==> src/rtl/msh_pkg.sv <==
// ----------------------------------------------------------------------------
// msh_pkg
// Shared types and constants of the multi-format sample histogram.
// ----------------------------------------------------------------------------
package msh_pkg;

  // fixed geometry
  localparam int BINS           = 256;
  localparam int BIN_W          = 8;
  localparam int CH_W           = 2;
  localparam int FMT_W          = 2;
  localparam int SAMPLE_W       = 64;
  localparam int CHANNELS_DEF   = 3;
  localparam int COUNT_BITS_DEF = 21;

  // result queue
  localparam int Q_DEPTH = 4;
  localparam int Q_PTR_W = 2;
  localparam int Q_CNT_W = 3;

  // command codes
  typedef enum logic [1:0] {
    CMD_CLEAR = 2'd0,
    CMD_ADD   = 2'd1,
    CMD_READ  = 2'd2
  } cmd_t;

  // sample encodings
  typedef enum logic [FMT_W-1:0] {
    FMT_U8  = 2'd0,
    FMT_U16 = 2'd1,
    FMT_F32 = 2'd2,
    FMT_F64 = 2'd3
  } fmt_t;

  // store sequencer states
  typedef enum logic {
    ST_CLEAR = 1'b0,
    ST_RUN   = 1'b1
  } st_t;

  // one accepted command on its way into the store
  typedef struct packed {
    logic             valid;
    cmd_t             cmd;
    logic [CH_W-1:0]  channel;
    logic [BIN_W-1:0] bin;
  } msh_op_t;

  // store status seen by the front end
  typedef struct packed {
    logic       busy;
    logic [1:0] reads;
  } msh_status_t;

endpackage

==> src/rtl/msh_bin.sv <==
// ----------------------------------------------------------------------------
// msh_bin
// Maps a raw sample in the selected encoding to a bin from 0 to 255.
// ----------------------------------------------------------------------------
module msh_bin (
  input  msh_pkg::fmt_t                 fmt,
  input  logic [msh_pkg::SAMPLE_W-1:0]  sample,
  output logic [msh_pkg::BIN_W-1:0]     bin
);
  import msh_pkg::*;

  // single precision fields
  logic        sgn32;
  logic [7:0]  e32;
  logic [22:0] m32;
  logic [7:0]  sh32;
  logic [23:0] shifted32;
  logic [7:0]  bin32;

  // double precision fields
  logic        sgn64;
  logic [10:0] e64;
  logic [51:0] m64;
  logic [23:0] q24;
  logic [28:0] rem64;
  logic        round_up;
  logic [24:0] q25;
  logic [10:0] sh64;
  logic [24:0] shifted64;
  logic [7:0]  bin64;

  localparam logic [28:0] HALF64 = 29'h1000_0000;

  // float32: clamp to [0,1], nan as one, floor(v*256)
  assign sgn32     = sample[31];
  assign e32       = sample[30:23];
  assign m32       = sample[22:0];
  assign sh32      = 8'd142 - e32;
  assign shifted32 = {1'b1, m32} >> sh32[4:0];

  always_comb begin
    if (e32 == 8'hFF && m32 != '0) begin
      bin32 = 8'hFF;
    end else if (sgn32) begin
      bin32 = 8'h00;
    end else if (e32 >= 8'd127) begin
      bin32 = 8'hFF;
    end else if (e32 == 8'd0) begin
      bin32 = 8'h00;
    end else if (sh32 >= 8'd32) begin
      bin32 = 8'h00;
    end else begin
      bin32 = shifted32[7:0];
    end
  end

  // float64: clamp, round to 24 significand bits (ties to even), then bin
  assign sgn64     = sample[63];
  assign e64       = sample[62:52];
  assign m64       = sample[51:0];
  assign q24       = {1'b1, m64[51:29]};
  assign rem64     = m64[28:0];
  assign round_up  = (rem64 > HALF64) || (rem64 == HALF64 && q24[0]);
  assign q25       = {1'b0, q24} + {24'd0, round_up};
  assign sh64      = 11'd1038 - e64;
  assign shifted64 = q25 >> sh64[4:0];

  always_comb begin
    if (e64 == 11'h7FF && m64 != '0) begin
      bin64 = 8'hFF;
    end else if (sgn64) begin
      bin64 = 8'h00;
    end else if (e64 >= 11'd1023) begin
      bin64 = 8'hFF;
    end else if (e64 < 11'd1014) begin
      bin64 = 8'h00;
    end else if (shifted64[24:8] != '0) begin
      bin64 = 8'hFF;
    end else begin
      bin64 = shifted64[7:0];
    end
  end

  // format select; uint16 scaling by 256/65535 reduces to the high byte
  always_comb begin
    case (fmt)
      FMT_U8:  bin = sample[7:0];
      FMT_U16: bin = sample[15:8];
      FMT_F32: bin = bin32;
      default: bin = bin64;
    endcase
  end

endmodule

==> config.mk <==
export PLATFORM = sky130hd
export DESIGN_NAME = msh_bin
export DESIGN_NICKNAME = d
export VERILOG_FILES = /design/src/rtl/msh_pkg.sv /design/src/rtl/msh_bin.sv
export SDC_FILE = /design/constraint.sdc
export NUM_CORES = 1
export LEC_CHECK = 0
export CAP_MARGIN = 20
export CELL_PAD_IN_SITES_DETAIL_PLACEMENT = 0
export CELL_PAD_IN_SITES_GLOBAL_PLACEMENT = 1
export CORE_ASPECT_RATIO = 1.2
export CORE_UTILIZATION = 30
export DETAILED_ROUTE_END_ITERATION = 10
export DONT_BUFFER_PORTS = 1
export GPL_TIMING_DRIVEN = 0
export MAX_ROUTING_LAYER = met4
export PLACE_DENSITY_LB_ADDON = 0.1
export SKIP_LAST_GASP = 1
export SLEW_MARGIN = 20
export SYNTH_ARGS = -nofsm -noshare
export SYNTH_HDL_FRONTEND = slang
export SYNTH_SLANG_ARGS = --single-unit
export TNS_END_PERCENT = 100
==> constraint.sdc <==
create_clock -name vclk -period 3.41
set_input_delay 0.1705 -clock vclk [all_inputs]
set_output_delay 0.1705 -clock vclk [all_outputs]
set_load 0.05 [all_outputs]
* After elaboration in Yosys (flattened, before gate mapping)
Index checks and enable logic that the tools add are counted.
** Storage, ports and cells
- Register bits after elaboration :: 0
- Bits of input ports :: 66
** Cells by class
- Add/subtract/negate cells :: 3
- Magnitude comparators :: 5
- Eq/ne operators :: 5
- Shift-type cells :: 2
- Multiplexer cells :: 11
- Reductions and logical operators :: 9
** Operators with widths (number)
- 8-bit two-way mux :: 10
- 52-bit nonzero test :: 1
- 29-bit == test, second input constant :: 1
- 29-bit greater-than comparator, second input constant :: 1
- 24-bit by 1-bit adder with 25-bit output :: 1
- 25-bit by 5-bit right shift with 25-bit output :: 1
- 8-bit case mux with 3 select lines :: 1
- 24-bit by 5-bit right shift with 8-bit output :: 1
- 23-bit nonzero test :: 1
- 17-bit nonzero test :: 1
- 11-bit == test, second input constant :: 1
- 11-bit by 10-bit greater-or-equal comparator with 1-bit output, second input constant :: 1
- 11-bit by 10-bit < comparator with 1-bit output, second input constant :: 1
- 8-bit == test, second input constant :: 1
- 8-bit by 6-bit greater-or-equal comparator with 1-bit output, second input constant :: 1
- 8-bit by 7-bit greater-or-equal comparator with 1-bit output, second input constant :: 1
- 8-bit logical NOT :: 1
- 8-bit subtractor, first input constant :: 1
- 4-bit by 5-bit subtractor with 5-bit output, first input constant :: 1
- 1-bit logical AND :: 3
- 2-bit by 1-bit == test with 1-bit output, second input constant :: 1
- 2-bit == test, second input constant :: 1
- 2-bit logical NOT :: 1
- 1-bit logical OR :: 1

* Logic depth before layout (Yosys ltp)
Gate-level depths: netlist of the first run.
- Depth in word-level cells :: 12
- Gate-level depth with buffers :: 14
- Depth with buffers taken out :: 12

* Worst setup path before layout of the first run
Ideal clock, no wire load.
- Kind :: input port to output port
- From :: input port sample[23] (netlist name)
- To :: output port bin[7] (netlist name)
- Arrival :: 3.306 ns
- Setup slack :: -0.067 ns
- Stages on the path :: 13
- Path buffers :: 3
- Path through :: buf_2 inv_1 ha_1 buf_2 buf_1 a211oi_1 a21oi_1 a211oi_1 a211oi_1 o21ai_0 a21oi_1 nor2_1 a211oi_1
** On the way
- Cells in the longest elaborated chain, start to end :: 12
- Elaborated cells on any way between the ends :: 27
** Ends and longest elaborated chain
- start: declaration :: line msh_bin.sv:7 : input logic [msh_pkg::SAMPLE_W-1:0] sample,
- branches (longest 11 deep; another with 29-bit greater-than comparator)
- 8-bit case mux with 3 select lines * :: line msh_bin.sv:86 : case (fmt)
- end: declaration :: line msh_bin.sv:8 : output logic [msh_pkg::BIN_W-1:0] bin
Every way passes the cells marked *.

* Worst setup path in the final report of the first run
Ends and elaborated chain as after synthesis.

==> results of run 1 <==
-- metal layers --
layer | up-vias | wire length, µm | share of wire, %
met5 | - | 0 | 0
met4 | 0 | 522 | 4.2
met3 | 32 | 445 | 3.6
met2 | 101 | 6710 | 54
met1 | 1709 | 4860 | 39
li1 | 1773 | - | -
-- cell type report --
type,instances,area (µm²),area share [%]
well taps,126,158,4.63
inverters,11,41.3,1.21
plain buffers,38,178,5.22
multi-input cells,407,3030,88.9
-- Yosys cell counts (3+ instances only) --
cell,instances
a211oi_1,20
a21oi_1,34
a31oi_1,14
and2_1,3
and3_1,5
buf_1,3
buf_2,18
clkbuf_1,15
ha_1,5
inv_1,10
mux2_2,15
mux2i_1,11
mux4_2,18
nand2_1,65
nand2b_1,7
nand3_1,20
nand4_1,10
nor2_1,35
nor2b_1,7
nor3_1,18
nor4_1,15
o211ai_1,3
o21ai_0,17
o221ai_1,8
o22ai_1,6
o311a_1,3
o31ai_1,3
xnor2_1,10
xor2_1,9
-- through the flow --
stage / total power, mW / instance area (µm²) / std cells
after floorplan: 0.405 / 3120 / 456
after global placement: 0.519 / 3280 / 582
after detailed placement: 0.524 / 3320 / 582
after CTS: 0.539 / 3370 / 582
after global routing: 0.596 / 3410 / 582
final: 0.550 / 3410 / 582
-- worst paths after layout --
path / start / end / slack [ns] / cells past startpoint
setup / recovery: sample[23] / bin[7] / 0.15 / 13
hold / removal: sample[4] / bin[4] / 0.96 / 3
-- cells by family (layout without fill, tap and decap cells) --
family                   Yosys count  count (layout)  share of synthesized area (%)
multiplexers                      45              45                           22.7
AND/OR/NAND/NOR                  202             202                           33.7
AO/OA/AOI/OAI                    136             136                           29.4
adder cells (fa/ha/maj)            5               5                           2.01
buffers and inverters             49              49                           6.90
XOR/XNOR                          19              19                           5.33
-- power by group through the flow --
stage | Combinational, mW | Sequential, mW | Clock, mW
after floorplan | 0.405 | 0 | 0
after global placement | 0.519 | 0 | 0
after detailed placement | 0.524 | 0 | 0
after CTS | 0.539 | 0 | 0
after global routing | 0.596 | 0 | 0
final | 0.550 | 0 | 0
-- timing repair --
item                                   in CTS  in global routing
endpoints found under the hold margin       0                  0
resized for setup                           7                  8
pin swaps                                   1                  1
setup endpoints to repair                   8                  8
hold buffers                                0                  0
==> out/summary.log, run 1 <==
[floorplan] Site Rows 40
[yosys] post-synthesis cell type count 69
[routing] final wirelength 12.5 mm
[yosys] net count of the mapped netlist 527
[grt] first-pass GRT wire length 19.7 mm
[timing] count of final hold-check violations 0
[pwr] share of total power in sequential cells 0%
[yosys] top post-synthesis cells by area mux4_2, nand2_1, a21oi_1
[grt] largest net degree at the start of global routing 11
[timing] Max-Slew Margin vs Limit 48.4%
[place] pre-CTS setup slack -0.461 ns
[floorplan] initial cell density of the core 31.0%
[yosys] Gate Count Post-Synth 456
[worst_setup_path] Largest delay share family, worst path compound AO/OA/AOI/OAI gates
[grt] fraction of met1 tracks used by global routing 26.0%
[final_layout] leading cell types in the layout, fill and taps excluded nand2_1, nor2_1, a21oi_1, nand3_1
[status] run status finished clean
[final_layout] final-layout fill cell count 1127
[yosys] mapped cell area 3120 µm²
[worst_setup_path] endpoint class of the critical path primary output
[pwr] net switching power 0.343 mW
[worst_setup_path] Worst EP required 3.24 ns
[floorplan] Ports 74
[worst_setup_path] critical path data arrival time 3.09 ns
[grt] M3 GR Usage 1.93%
[yosys] share of synthesized area occupied by flip-flops and latches 0%
[worst_setup_path] cell with the largest stage delay on the worst path a211oi_4
[pwr] clock share of power 0%
[timing] accumulated negative setup slack 0 ns
[yosys] average footprint of a synthesized cell 6.84 µm²
[pwr] power density of the placed cells 161 nW/µm²
[grt] gr ovfl total 0
[floorplan] core area 10100 µm²
[yosys] count of yosys warnings during synthesis 0
[worst_setup_path] worst setup path class input pin to primary output
[floorplan] Die ar. 10800 µm²
[place] total of buffers placed on input and output ports 0
[worst_setup_path] combined buffer and inverter count along the critical path 4
[final_layout] Final #Nets 529
[routing] Antenna Nets Post-Route 0
[place] Routability Congestion 0.895
[floorplan] height of the die 114 µm
[timing] Slew Limit Fails 0
[final_layout] area occupied by registers 0 µm²
[final_layout] number of antenna cells inserted 0
[timing] post-layout min period 3.26 ns
[grt] grt peak-use layer met2
[pwr] fraction of power consumed by combinational cells 100.0%
[routing] starting DRC count in detailed routing 150
[final_layout] synthesis-to-layout area growth 9.19%
[final_layout] fraction of final layout cells sized beyond drive strength 1 17.5%
[cts] buffers inserted by post-CTS timing repair 0
[grt] met2 track utilization from global routing 44.4%
[timing] slew of the pin with the lowest slew margin 0.774 ns
[routing] post-detailed-route DRC marker count 0
[final_layout] FFs & Latches 0
[grt] All-Layer GR Usage 23.8%
[timing] hold slack final 0.958 ns
[timing] final setup violation count 0
[timing] minimum setup slack in the final design 0.146 ns
[grt] antenna violations before repair 0
[pwr] switching share of power 62.5%
[flow_run] max-cap violation count 0
[pwr] internal power of the cells 0.206 mW
[worst_setup_path] critical path, cell by cell buf_2 -> inv_1 -> ha_1 -> buf_2 -> buf_4 -> mux2i_1 -> a21oi_2 -> a211oi_1 -> a211oi_1 -> o21ai_0 -> a21oi_1 -> nor2_1 -> a211oi_4
[yosys] top cell type's share of synthesized area 13.0%
[place] HPWL after detailed placement 10.3 mm
[worst_setup_path] worst-path fanout max 10
[yosys] area leader, netlist mux4_2
[final_layout] commonest non-fill, non-tap cell in the layout nand2_1
[grt] vias in the first global route 3616
[routing] detailed-route via count 3615
[final_layout] final cell utilization of the core 33.9%
[routing] drt first pass iters 4
[routing] Avg Vias per Cell 6.21
[worst_setup_path] CP startpoint kind input pin
[worst_setup_path] slowest cell delay on critical path 0.54 ns
[timing] Highest Clock Rate 0.306 GHz
[pwr] worst vdd rail ir drop 0.0538 mV
[timing] share of the clock period used by the worst path after layout 95.7%
[timing] setup repair after global routing missed its margin false
[final_layout] clock buffers 0
[min_path] Worst Hold Class input pin to primary output
[floorplan] Die X 95.1 µm
[routing] average wire per standard cell 21.5 µm
[pwr] leakage dissipation 1.07 nW
(Power assumes the default switching activity.)
==> inputs of run 2 (changes only) <==
--- a/config.mk
+++ b/config.mk
@@ -15,8 +15,8 @@
 export GPL_TIMING_DRIVEN = 0
 export MAX_ROUTING_LAYER = met4
 export PLACE_DENSITY_LB_ADDON = 0.1
+export RECOVER_POWER = 50
 export SKIP_LAST_GASP = 1
-export SLEW_MARGIN = 20
 export SYNTH_ARGS = -nofsm -noshare
 export SYNTH_HDL_FRONTEND = slang
 export SYNTH_SLANG_ARGS = --single-unit
==> run 2 against run 1 <==
  * Cell count increased by 1.2%
  * Via count is 1.3% higher
  * Final area down 0.66%
  * Wire length up 1.3%
  * Critical endpoint unchanged
==> out/summary.log, run 2 (same netlist as run 1, synthesis figures left out) <==
[worst_setup_path] CP startpoint kind input pin
[worst_setup_path] endpoint class of the critical path primary output
[grt] All-Layer GR Usage 24.3% [+0.52 points]
[routing] Antenna Nets Post-Route 0 [unchanged]
[routing] average wire per standard cell 21.6 µm [about the same]
[timing] final setup violation count 0 [unchanged]
[final_layout] final cell utilization of the core 33.6% [-0.22 points]
[min_path] hold path cells 4 [+1]
[routing] final wirelength 12.7 mm [+1.3%]
[final_layout] synthesis-to-layout area growth 8.46%
[routing] Avg Vias per Cell 6.22 [+0.12%]
[place] pre-CTS setup slack -0.480 ns [-0.0189 ns]
[floorplan] initial cell density of the core 31.0% [unchanged]
[status] run status finished clean
[final_layout] FFs & Latches 0 [unchanged]
[routing] detailed-route via count 3663 [+1.3%]
[final_layout] leading cell types in the layout, fill and taps excluded nand2_1, nor2_1, a21oi_1, nand3_1
[timing] Slew Limit Fails 0 [unchanged]
[min_path] capture endpoint of the worst hold path bin[4]
[final_layout] Final #Nets 536 [+1.3%]
[worst_setup_path] most frequent CP cell buf_2
[grt] vias in the first global route 3662 [+1.3%]
[worst_setup_path] critical path, cell by cell buf_2 -> clkinvlp_4 -> ha_1 -> buf_2 -> buf_4 -> mux2i_1 -> a21oi_2 -> a211oi_1 -> a211oi_2 -> o21ai_0 -> a21oi_1 -> nor2_1 -> a211oi_4
[place] Routability Congestion 0.895 [unchanged]
[final_layout] number of antenna cells inserted 0 [unchanged]
[floorplan] Die ar. 10800 µm² [unchanged]
[cts] number of hold-repair buffers added at the cts stage 0 [unchanged]
[worst_setup_path] Worst EP required 3.24 ns [about the same]
[timing] post-layout min period 3.19 ns [-0.0736 ns]
[place] total of buffers placed on input and output ports 0 [unchanged]
[floorplan] core area 10100 µm² [unchanged]
[timing] setup repair after global routing missed its margin false
[floorplan] Die X 95.1 µm [unchanged]
[routing] post-detailed-route DRC marker count 0 [unchanged]
[worst_setup_path] cell with the largest stage delay on the worst path a211oi_4
[place] HPWL after detailed placement 10.4 mm [+1.1%]
[worst_setup_path] worst-path fanout max 10 [unchanged]
[routing] drt first pass iters 5 [+1]
[floorplan] Ports 74 [unchanged]
[timing] minimum setup slack in the final design 0.219 ns [+0.0736 ns]
[final_layout] clock buffers 0 [unchanged]
[final_layout] commonest non-fill, non-tap cell in the layout nand2_1
[min_path] hold path startpoint sample[4]
[grt] antenna violations before repair 0 [unchanged]
[worst_setup_path] number of logic stages on the critical path including buffering 13 [unchanged]
[min_path] Worst Hold Class input pin to primary output
[grt] largest net degree at the start of global routing 11 [unchanged]
[timing] slew of the pin with the lowest slew margin 0.835 ns [+0.0611 ns]
[grt] first-pass GRT wire length 20.0 mm [+1.6%]
[worst_setup_path] slowest cell delay on critical path 0.60 ns [+0.06 ns]
[routing] starting DRC count in detailed routing 128 [-15%]
[final_layout] fraction of final layout cells sized beyond drive strength 1 18.1% [+0.60 points]
[worst_setup_path] combined buffer and inverter count along the critical path 4 [unchanged]
[floorplan] height of the die 114 µm [unchanged]
[floorplan] Site Rows 40 [unchanged]
[worst_setup_path] worst setup path class input pin to primary output
[worst_setup_path] critical path data arrival time 3.02 ns [-0.07 ns]
[timing] share of the clock period used by the worst path after layout 93.6% [-2.2 points]
[flow_run] max-cap violation count 0 [unchanged]
[timing] Max-Slew Margin vs Limit 43.9% [-4.5 points]
[final_layout] area occupied by registers 0 µm² [unchanged]
[pwr] power density of the placed cells 161 nW/µm² [about the same]
[worst_setup_path] Largest delay share family, worst path compound AO/OA/AOI/OAI gates
[grt] gr ovfl total 0 [unchanged]
[timing] Highest Clock Rate 0.313 GHz [+2.3%]
[pwr] worst vdd rail ir drop 0.0528 mV [-1.9%]
[pwr] leakage dissipation 1.09 nW [+2.0%]
[timing] count of final hold-check violations 0 [unchanged]
run 2: final cells by class:
type	count	area [µm²]
Multi-Input combinational cell	407	2950
Buffer	38	178
Inverter	11	45.0
Tap cell	126	158
Fill cell	1120	6680
Timing Repair Buffer	7	52.6
run 2: worst max path at each step:
stage | slack, ns | end | startpoint
global route | 0.01 | bin[7] | sample[29]
floorplan | 0.25 | bin[0] | sample[23]
finish | 0.22 | bin[7] | sample[23]
detailed placement | -0.48 | bin[2] | sample[23]
CTS | 0.06 | bin[7] | sample[23]
global placement | -0.53 | bin[2] | sample[23]
run 2: metrics by stage:
step	setup TNS (ns)	area, µm²	cells	power, mW	hold slack (ns)
2_1_floorplan	0	3120	456	0.405	0.807
5_1_grt	0	3380	589	0.591	0.960
6_report	0	3380	589	0.545	0.933
3_5_place_dp	-0.897	3330	588	0.530	0.923
3_3_place_gp	-3.65	3280	582	0.519	0.918
4_1_cts	0	3350	588	0.540	0.935
run 2: report_power, final:
group	leakage [nW]	total, mW	internal [mW]	switching (mW)
Combinational	1.09	0.545	0.210	0.336
Sequential	0	0	0	0
Clock	0	0	0	0
Total	1.09	0.545	0.210	0.336
run 2: repair_timing:
item	in CTS	in global routing
setup endpoints to repair	3	7
buffers inserted	0	1
gates resized for setup	5	7
pin swaps	1	1
endpoints found under the hold margin	0	0
run 2: layer usage:
metal | vias up | share of wire, % | routed length (µm) | track usage (%)
li1 | 1793 | - | - | -
met1 | 1762 | 40 | 5020 | 27.2
met2 | 86 | 54 | 6850 | 45.3
met3 | 22 | 2.9 | 373 | 1.20
met4 | 0 | 3.6 | 452 | 7.37
met5 | - | 0 | 0 | -
